**src/hw/rtl/glu_pkg.sv**
```systemverilog
// glu_pkg: shared types and constants for the gcd/lcm unit.
// Request and result payloads, controller command and status groups.
// No dependencies.
package glu_pkg;

    localparam int DATA_WIDTH_DEF = 32;
    localparam int OPERAND_W      = 32;
    localparam int DIVISOR_W      = 32;
    localparam int MULTIPLE_W     = 63;

    typedef struct packed {
        logic signed [OPERAND_W-1:0] operand_a;
        logic signed [OPERAND_W-1:0] operand_b;
    } glu_req_t;

    typedef struct packed {
        logic [DIVISOR_W-1:0]  divisor;
        logic [MULTIPLE_W-1:0] multiple;
        logic                  zero_divide;
    } glu_rsp_t;

    typedef struct packed {
        logic load;
        logic gcd_step;
        logic gcd_latch;
        logic div_step;
        logic mul;
    } glu_cmd_t;

    typedef struct packed {
        logic gcd_zero;
        logic div_last;
    } glu_stat_t;

endpackage

```
**src/hw/rtl/gcd_lcm_unit.sv**
```systemverilog
// gcd_lcm_unit: greatest common divisor and least common multiple of two
// signed operands. Top level; depends on glu_pkg, glu_ctrl, glu_datapath.
//
// Usage:
//   Drive request and raise start; the request is taken at a rising edge
//   with start high and busy low. busy stays high until the result is out.
//   The result appears on result, marked by done for exactly one cycle,
//   and is taken at the edge that ends that cycle; the receiver cannot
//   stall it, so capture it while done is high. done and busy are never
//   high together, so a new request may be issued in the done cycle.
//   Operands use their low DATA_WIDTH bits, sign-extended from the top one.
// Sequencing:
//   One item at a time. After accept the unit runs binary gcd steps
//   (one shift or one subtract-and-shift per cycle), followed by a
//   one-bit-per-cycle divider and one multiply.
// Reset:
//   rst_n clears the controller to idle and drops done; a request in
//   flight is abandoned.
module gcd_lcm_unit #(
    parameter int DATA_WIDTH = glu_pkg::DATA_WIDTH_DEF
) (
    input  logic                clk,
    input  logic                rst_n,
    input  logic                start,
    output logic                busy,
    input  glu_pkg::glu_req_t   request,
    output logic                done,
    output glu_pkg::glu_rsp_t   result
);
    import glu_pkg::*;

    glu_cmd_t  cmd;
    glu_stat_t stat;

    glu_ctrl u_ctrl (
        .clk   (clk),
        .rst_n (rst_n),
        .start (start),
        .stat  (stat),
        .cmd   (cmd),
        .busy  (busy),
        .done  (done)
    );

    glu_datapath #(
        .DATA_WIDTH (DATA_WIDTH)
    ) u_datapath (
        .clk     (clk),
        .rst_n   (rst_n),
        .request (request),
        .cmd     (cmd),
        .stat    (stat),
        .result  (result)
    );

endmodule

```
**src/hw/rtl/glu_ctrl.sv**
```systemverilog
// glu_ctrl: sequencing state machine for the gcd/lcm unit.
// Issues datapath commands from its status; depends on glu_pkg.
module glu_ctrl (
    input  logic                 clk,
    input  logic                 rst_n,
    input  logic                 start,
    input  glu_pkg::glu_stat_t   stat,
    output glu_pkg::glu_cmd_t    cmd,
    output logic                 busy,
    output logic                 done
);
    import glu_pkg::*;

    typedef enum logic [3:0] {
        S_IDLE = 4'b0001,
        S_GCD  = 4'b0010,
        S_DIV  = 4'b0100,
        S_MUL  = 4'b1000
    } state_t;

    state_t state_reg;
    state_t state_next;
    logic   done_reg;
    logic   done_next;

    always_comb
    begin
        state_next = state_reg;
        cmd        = '0;
        case (state_reg)
            S_IDLE:
            begin
                if (start)
                begin
                    cmd.load   = 1'b1;
                    state_next = S_GCD;
                end
            end
            S_GCD:
            begin
                if (stat.gcd_zero)
                begin
                    cmd.gcd_latch = 1'b1;
                    state_next    = S_DIV;
                end
                else
                begin
                    cmd.gcd_step = 1'b1;
                end
            end
            S_DIV:
            begin
                cmd.div_step = 1'b1;
                if (stat.div_last)
                begin
                    state_next = S_MUL;
                end
            end
            S_MUL:
            begin
                cmd.mul    = 1'b1;
                state_next = S_IDLE;
            end
            default:
            begin
                state_next = S_IDLE;
            end
        endcase
    end

    assign done_next = (state_reg == S_MUL);

    always_ff @(posedge clk or negedge rst_n)
    begin
        if (!rst_n)
        begin
            state_reg <= S_IDLE;
            done_reg  <= 1'b0;
        end
        else
        begin
            state_reg <= state_next;
            done_reg  <= done_next;
        end
    end

    assign busy = (state_reg != S_IDLE);
    assign done = done_reg;

`ifndef ASSERT_OFF
    a_done_when_idle: assert property (@(posedge clk) disable iff (!rst_n)
        done |-> !busy)
        else $error("result strobe while busy");

    a_accept_goes_busy: assert property (@(posedge clk) disable iff (!rst_n)
        (start && !busy) |=> busy)
        else $error("accepted request did not start work");

    a_single_command: assert property (@(posedge clk) disable iff (!rst_n)
        $onehot0({cmd.load, cmd.gcd_step, cmd.gcd_latch, cmd.div_step, cmd.mul}))
        else $error("more than one datapath command");
`endif

endmodule

```
**src/hw/rtl/glu_datapath.sv**
```systemverilog
// glu_datapath: operand registers, binary gcd stepper, bit-serial divider,
// multiplier and result register for the gcd/lcm unit. Depends on glu_pkg.
module glu_datapath #(
    parameter int DATA_WIDTH = glu_pkg::DATA_WIDTH_DEF
) (
    input  logic                 clk,
    input  logic                 rst_n,
    input  glu_pkg::glu_req_t    request,
    input  glu_pkg::glu_cmd_t    cmd,
    output glu_pkg::glu_stat_t   stat,
    output glu_pkg::glu_rsp_t    result
);
    import glu_pkg::*;

    localparam int W      = DATA_WIDTH;
    localparam int CNT_W  = $clog2(DATA_WIDTH);
    localparam int PROD_W = 2 * DATA_WIDTH;

    logic [W-1:0]      opnd_a;
    logic [W-1:0]      opnd_b;
    logic [W-1:0]      mag_a;
    logic [W-1:0]      mag_b;
    logic [W:0]        diff_xy;
    logic [W:0]        diff_yx;
    logic [W:0]        shift_rem;
    logic [W:0]        trial;
    logic [PROD_W-1:0] prod;

    logic [W-1:0]     ma_reg, ma_next;
    logic [W-1:0]     mb_reg, mb_next;
    logic [W-1:0]     x_reg, x_next;
    logic [W-1:0]     y_reg, y_next;
    logic [W-1:0]     g_reg, g_next;
    logic [W-1:0]     rem_reg, rem_next;
    logic [W-1:0]     quo_reg, quo_next;
    logic [CNT_W-1:0] k_reg, k_next;
    logic [CNT_W-1:0] cnt_reg, cnt_next;
    glu_rsp_t         result_reg, result_next;

    assign opnd_a = request.operand_a[W-1:0];
    assign opnd_b = request.operand_b[W-1:0];
    assign mag_a  = opnd_a[W-1] ? (~opnd_a + 1'b1) : opnd_a;
    assign mag_b  = opnd_b[W-1] ? (~opnd_b + 1'b1) : opnd_b;

    assign diff_xy   = {1'b0, x_reg} - {1'b0, y_reg};
    assign diff_yx   = {1'b0, y_reg} - {1'b0, x_reg};
    assign shift_rem = {rem_reg, quo_reg[W-1]};
    assign trial     = shift_rem - {1'b0, g_reg};
    assign prod      = PROD_W'(quo_reg) * PROD_W'(mb_reg);

    always_comb
    begin
        ma_next     = ma_reg;
        mb_next     = mb_reg;
        x_next      = x_reg;
        y_next      = y_reg;
        k_next      = k_reg;
        g_next      = g_reg;
        rem_next    = rem_reg;
        quo_next    = quo_reg;
        cnt_next    = cnt_reg;
        result_next = result_reg;

        if (cmd.load)
        begin
            ma_next = mag_a;
            mb_next = mag_b;
            x_next  = mag_a;
            y_next  = mag_b;
            k_next  = '0;
        end

        if (cmd.gcd_step)
        begin
            if (!x_reg[0] && !y_reg[0])
            begin
                x_next = x_reg >> 1;
                y_next = y_reg >> 1;
                k_next = k_reg + 1'b1;
            end
            else if (!x_reg[0])
            begin
                x_next = x_reg >> 1;
            end
            else if (!y_reg[0])
            begin
                y_next = y_reg >> 1;
            end
            else if (!diff_xy[W])
            begin
                x_next = diff_xy[W:1];
            end
            else
            begin
                y_next = diff_yx[W:1];
            end
        end

        if (cmd.gcd_latch)
        begin
            g_next   = (x_reg | y_reg) << k_reg;
            rem_next = '0;
            quo_next = ma_reg;
            cnt_next = '0;
        end

        if (cmd.div_step)
        begin
            if (!trial[W])
            begin
                rem_next = trial[W-1:0];
                quo_next = {quo_reg[W-2:0], 1'b1};
            end
            else
            begin
                rem_next = shift_rem[W-1:0];
                quo_next = {quo_reg[W-2:0], 1'b0};
            end
            cnt_next = cnt_reg + 1'b1;
        end

        if (cmd.mul)
        begin
            result_next.divisor     = DIVISOR_W'(g_reg);
            result_next.zero_divide = (g_reg == '0);
            result_next.multiple    = (g_reg == '0) ? '0 : MULTIPLE_W'(prod[PROD_W-2:0]);
        end
    end

    always_ff @(posedge clk or negedge rst_n)
    begin
        if (!rst_n)
        begin
            k_reg   <= '0;
            cnt_reg <= '0;
        end
        else
        begin
            k_reg   <= k_next;
            cnt_reg <= cnt_next;
        end
    end

    always_ff @(posedge clk)
    begin
        ma_reg     <= ma_next;
        mb_reg     <= mb_next;
        x_reg      <= x_next;
        y_reg      <= y_next;
        g_reg      <= g_next;
        rem_reg    <= rem_next;
        quo_reg    <= quo_next;
        result_reg <= result_next;
    end

    assign stat.gcd_zero = (x_reg == '0) || (y_reg == '0);
    assign stat.div_last = (cnt_reg == CNT_W'(W - 1));
    assign result        = result_reg;

`ifndef ASSERT_OFF
    a_step_nonzero: assert property (@(posedge clk) disable iff (!rst_n)
        cmd.gcd_step |-> ((x_reg != '0) && (y_reg != '0)))
        else $error("gcd step with a zero operand");

    a_exact_quotient: assert property (@(posedge clk) disable iff (!rst_n)
        (cmd.mul && (g_reg != '0)) |-> (rem_reg == '0))
        else $error("divisor does not divide first magnitude");

    a_zero_only_both: assert property (@(posedge clk) disable iff (!rst_n)
        cmd.mul |-> ((g_reg == '0) == ((ma_reg == '0) && (mb_reg == '0))))
        else $error("zero divisor with a nonzero operand");
`endif

endmodule

```
**config.mk**
```make
export PLATFORM = sky130hd
export DESIGN_NAME = gcd_lcm_unit
export DESIGN_NICKNAME = d
export VERILOG_FILES = /design/src/hw/rtl/glu_pkg.sv /design/src/hw/rtl/gcd_lcm_unit.sv /design/src/hw/rtl/glu_ctrl.sv /design/src/hw/rtl/glu_datapath.sv
export SDC_FILE = /design/constraint.sdc
export NUM_CORES = 2
export LEC_CHECK = 0
export ABC_CLOCK_PERIOD_IN_PS = 13120
export BUFFER_PORTS_ARGS = -buffer_cell sky130_fd_sc_hd__buf_2
export CELL_PAD_IN_SITES_DETAIL_PLACEMENT = 0
export CELL_PAD_IN_SITES_GLOBAL_PLACEMENT = 1
export CORE_MARGIN = 8
export CORE_UTILIZATION = 50
export CTS_CLUSTER_SIZE = 24
export DETAILED_ROUTE_END_ITERATION = 10
export GPL_ROUTABILITY_DRIVEN = 0
export HOLD_SLACK_MARGIN = 0.12
export PLACE_DENSITY_LB_ADDON = 0.3
export RECOVER_POWER = 100
export SETUP_SLACK_MARGIN = 0.15
export SLEW_MARGIN = 20
export SYNTH_ARGS = -nofsm -noshare
export SYNTH_HDL_FRONTEND = slang
export SYNTH_SLANG_ARGS = --single-unit
```
**constraint.sdc**
```tcl
create_clock -name clk -period 13.12 [get_ports clk]
set_clock_uncertainty 0.2 [all_clocks]
set_input_delay 1.312 -clock clk [delete_from_list [all_inputs] [get_ports clk]]
set_output_delay 1.312 -clock clk [all_outputs]
set_load 0.01 [all_outputs]
```
# == Word level (Yosys, flattened, before mapping) ==
# Index checks and enable logic that the tools add are counted.
# Widths: inputs -> output; s select.
# word_totals
inputBits,67
reg_bits,335
elab_cells,80
output_inout_bits,98
# op_classes
n_reduce_logical,9
add_sub_neg,7
muxes,36
n_shift,1
n_eq_ne,9
multipliers,1
n_bitwise,3
# op_table
operator,count
$mux 32,19
$logic_not 32->1,3
$sub 32x32->33,2
$add 32x1->32 const B,2
$not 32->32,2
$mul 32x32->63,1
$sub 33x32->33,1
$or 32x32->32,1
$shl 32x5->32,1
$mux 5,5
$mux 4,3
$pmux 4 s3,1
$add 5x1->5 const B,2
$mux 1,7
$ne 2x2->1 const B,3
$eq 5x5->1 const B,1
$eq 4x1->1 const B,1
$eq 4x2->1 const B,1
$eq 4x3->1 const B,1
$eq 4x4->1 const B,1
$ne 4x1->1 const B,1
$reduce_and 3->1,1
$logic_not 1->1,2
$mux 2,1
other kinds (3),3

# == Longest topological paths before layout ==
# depth
ltp_word,9
depth_mapped,28
depth_no_buf,26

# == By module ==
# A second synthesis with hierarchy kept.
# unflattened
cells_unflattened,5713
area_unflattened_um2,54069.4
# by_module_without_submodules
mod,instances,seq_area_each_um2,cells_per_inst,area_per_inst_um2
glu_datapath,1,9218.8,5686,53760.3
glu_ctrl,1,126.4,27,309.0

# == Worst setup path after synthesis ==
# OpenSTA, ideal clock, no wires.
# synth_timing
kind,register to register
startpoint,register u_ctrl.state_reg[1]
endpoint,"register u_ctrl.done_reg, in the netlist u_ctrl.done"
t_arrival_ns,10.400
stages_incl_launch_ff,2
period_less_slack_ns,11.718
setup_time_ns,1.118
setup_slack_ns,1.402
t_required_ns,11.802
n_path_buf,0
path_cell_list,dfrtp_1 -> nor4b_1
# synth_via
elab_chain_cells,1
# synth_lines
element,line_no,text
"start, declared",glu_ctrl.sv:21,state_t state_reg;
"start signal, assigned",glu_ctrl.sv:82,state_reg <= state_next;
$eq 4x4->1,glu_ctrl.sv:71,assign done_next = (state_reg == S_MUL);
"end signal, assigned",glu_ctrl.sv:83,done_reg <= done_next;
"end, declared",glu_ctrl.sv:23,logic done_reg;
# No other way between the ends.
# A chain may end at the register's enable or synchronous reset.

# == Final worst setup path ==
# layout_timing
startpoint,register u_datapath.quo_reg[6]
endpoint,register u_datapath.result_reg (netlist bit u_datapath.result[61]) (data pin)
# layout_via
elab_chain_cells,1
# layout_lines
element,line_no,text
"start, declared",glu_datapath.sv:35,"logic [W-1:0] quo_reg, quo_next;"
"start signal, assigned",glu_datapath.sv:152,quo_reg <= quo_next;
$mul 32x32->63,glu_datapath.sv:49,assign prod = PROD_W'(quo_reg) * PROD_W'(mb_reg);
"end signal, assigned",glu_datapath.sv:153,result_reg <= result_next;
"end, declared",glu_datapath.sv:38,"glu_rsp_t result_reg, result_next;"
# No other way between the ends.

==> results.toml <==
[status]
status = "finished, violations left"
failed_checks = "max-capacitance violations, max-slew violations"

[global_routing]
grt_pass1_vias = 43460
grt_remaining_overflow = 0
grt_util_all_layers = 0.2748
antenna_found_initial = 11
grt_max_degree = 90
grt_pass1_wl_um = 258000

[cts]
tritoncts = "yes"
cts.sinks = 335
cts-resized-gates = 0
hold_buffers = 0
clk_latency_ns = 0.64
clk_pin_slew_ns = 0.06
cts_buffers = 42
root_buffer = "clkbuf_16"
cts_max_path_buffers = 3
cts_post_setup_buffers_inserted = 0
cts_htree_levels = 2

[setup_path]
slowest_stage = "clkbuf_1"
crit_type = "reg2reg"
worstPathRequired_ns = 13.25
cp-start-kind = "flip-flop"
crit_fanout = 30
reg2reg_depth = 25
cp-end-kind = "flip-flop"
max_stage_delay_ns = 1.51
worst_path_most_repeated_cell = "fa_1"
cp.arrival_ns = 10.64

[place]
dp_hpwl_um = 129000
portBuffers = 164

[floorplanning]
std_cell_rows = 121
die-area_um2 = 119600
fp.dieH_um = 345.9
ioPinCount = 165
core_area_um2 = 108400
die_w_um = 345.9
start_util = 0.5019

[timing]
period_share = 0.8010
worstMarginPinSlew_ns = 4.003
finalMaxSlewViolations = 717
final_hold_viol_count = 0
setup_viol = 0
rsz0062_at_grt = "false"
slew_headroom = -1.669
finalSetupTns_ns = 0
layout_min_cycle_time_ns = 10.51
timing.fmax_ghz = 0.09516

[logic_synthesis]
async_reset_ff_frac = 0.04478
yosysWarningCount = 0
syn_inst = 5942
synth-seq-cells = 335
syn_avg_cell_area_um2 = 9.156
synth_edf_count = 256
synth_top_flop_cell = "edfxtp_1"
synth_fp_nets = 7294
netlist_area_um2 = 54410
yosysSeqAreaShare = 0.1718
ys_types = 81

[min_path]
hp-class = "reg2reg"
holdPathStages = 2

[layout]
largest_reg_flops = 96
areaGrowthSynthToFinish_pct = 6.048
drive_gt1_frac = 0.04184
nets = 7270

[detailed_routing]
num_vias = 42320
drtIter0Drc = 3919
drc = 0
dr.pass1.iters = 5
routed_wl_um = 166400
wl_per_cell_um = 22.58
avgViaCountPerCell = 5.742
final_antenna_net_count = 0

[job]
drv_cap = 15
==> cells in the mapped netlist (all sizes together) (8+ instances only) <==
library cell,number,area share
o22ai,46,0.0053
nand3,38,0.0035
nor4,49,0.0056
a211oi,29,0.0040
or4,9,0.0014
xor2,49,0.0079
o31ai,32,0.0045
or3,17,0.0020
o211ai,15,0.0021
o41ai,8,0.0016
inv,1029,0.071
o31a,8,0.0013
a21oi,258,0.024
nor3,36,0.0035
o21a,26,0.0036
clkinv,8,0.00055
mux2,8,0.0017
and3,10,0.0011
o221ai,24,0.0039
fa,898,0.33
o21ai,163,0.015
and2,603,0.069
dfrtp,14,0.0064
xnor2,157,0.025
a21boi,11,0.0015
nor2,312,0.022
nor2b,30,0.0034
mux2i,31,0.0057
clkbuf,302,0.021
buf,17,0.0014
edfxtp,256,0.14
nand2b,29,0.0033
a31oi,25,0.0029
mux4,28,0.012
dfxtp,64,0.024
nand2,709,0.049
a21o,50,0.0069
o21bai,36,0.0050
a221o,11,0.0020
ha,387,0.089
nand4,36,0.0043
==> path summary, 6_finish.rpt <==
path	slack [ns]	endpoint	startpoint
max	2.61	u_datapath.result[61]$_SDFFCE_PP0P_	u_datapath.quo_reg[6]$_DFFE_PP_
min	0.31	u_datapath.quo_reg[3]$_DFFE_PP_	u_datapath.ma_reg[3]$_DFFE_PP_
max reg2reg	2.61	u_datapath.result[61]$_SDFFCE_PP0P_	u_datapath.quo_reg[6]$_DFFE_PP_
min reg2reg	0.31	u_datapath.quo_reg[3]$_DFFE_PP_	u_datapath.ma_reg[3]$_DFFE_PP_
max in group asynchronous	11.46	u_ctrl.state_reg[3]$_DFFE_PN0P_	rst_n
min in group asynchronous	0.62	u_ctrl.done$_DFF_PN0_	rst_n
==> cell families (layout without fill, tap and decap cells) <==
kind of cell / after synthesis / after routing / share of synthesized area
and+or+nand+nor: 1900 / 1900 / 0.1712
buffers and inverters: 1356 / 1365 / 0.09374
adders and majority gates: 1285 / 1285 / 0.4194
AOI/OAI and AO/OA: 793 / 793 / 0.09174
DFF: 335 / 335 / 0.1718
xor gates and xnor gates: 206 / 206 / 0.03316
muxes: 67 / 67 / 0.01895
other: 0 / 5 / 0
==> area by class of cell <==
class                      count  area, µm²
clock buffer                  51       1105
tap                         1414       1769
clock inverter                26      345.3
inverter                    1037       3894
fill                       10110      50700
timing repair buffer         251       1284
multi-input combinational   4251      39940
sequential                   335       9345
antenna                        5      12.51
==> metal layers <==
| metal | part of all wire | routed length, µm | vias up | global-route usage |
|---|---|---|---|---|
| met5 | 0 | 0 | - | 0 |
| met4 | 0.040 | 6588 | 0 | 0.09529 |
| met3 | 0.089 | 14860 | 282 | 0.05076 |
| met2 | 0.45 | 74470 | 1778 | 0.4284 |
| met1 | 0.42 | 70510 | 21550 | 0.3849 |
| li1 | - | - | 18710 | - |
==> critical path, delay by kind of cell (launching register included) <==
kind / cells / cell delay (ns)
AO/OA/AOI/OAI: 7 / 2.70
XOR/XNOR: 1 / 0.21
adder cells (fa/ha/maj): 9 / 4.37
buffers and inverters: 5 / 1.93
flip-flops: 1 / 0.38
AND/OR/NAND/NOR: 3 / 0.37
==> per-stage QoR <==
step	std cells	instance area, µm²	utilization	hold slack (ns)	setup slack (ns)
6_report	7370	57700	0.5323	0.3129	2.611
5_1_grt	7368	57690	0.5322	0.3254	2.220
4_1_cts	7365	57940	0.5345	0.3150	3.445
3_5_place_dp	7288	56490	0.5211	0.2991	3.486
3_3_place_gp	7288	56490	0.5211	0.2934	3.686
2_1_floorplan	5942	54410	-	0.2504	1.402
==> placed cells by master (no fill, tap or decap), types with 28 or more instances in the layout <==
cell type / synthesis / final
o31ai_1: 31 / 32
ha_1: 387 / 387
nand2_1: 709 / 709
inv_1: 1028 / 1027
nor4_1: 49 / 49
xor2_1: 49 / 49
o21ai_0: 156 / 163
buf_4: 1 / 71
buf_2: 5 / 60
and2_1: 603 / 593
nand2b_1: 29 / 29
a21oi_1: 258 / 257
o22ai_1: 46 / 46
xnor2_1: 157 / 156
mux2i_1: 31 / 31
a211oi_1: 29 / 29
clkbuf_16: 0 / 42
nor3_1: 34 / 35
o21bai_1: 36 / 36
nand4_1: 35 / 35
nor2b_1: 30 / 29
a21o_1: 50 / 50
fa_1: 898 / 898
nand3_1: 38 / 38
dfxtp_1: 64 / 64
clkbuf_1: 302 / 127
mux4_2: 28 / 28
edfxtp_1: 256 / 256
nor2_1: 312 / 311
Power is left out: the tool's default activity adds up to more than one toggle a clock period on the data nets, which glitch-free logic cannot reach.
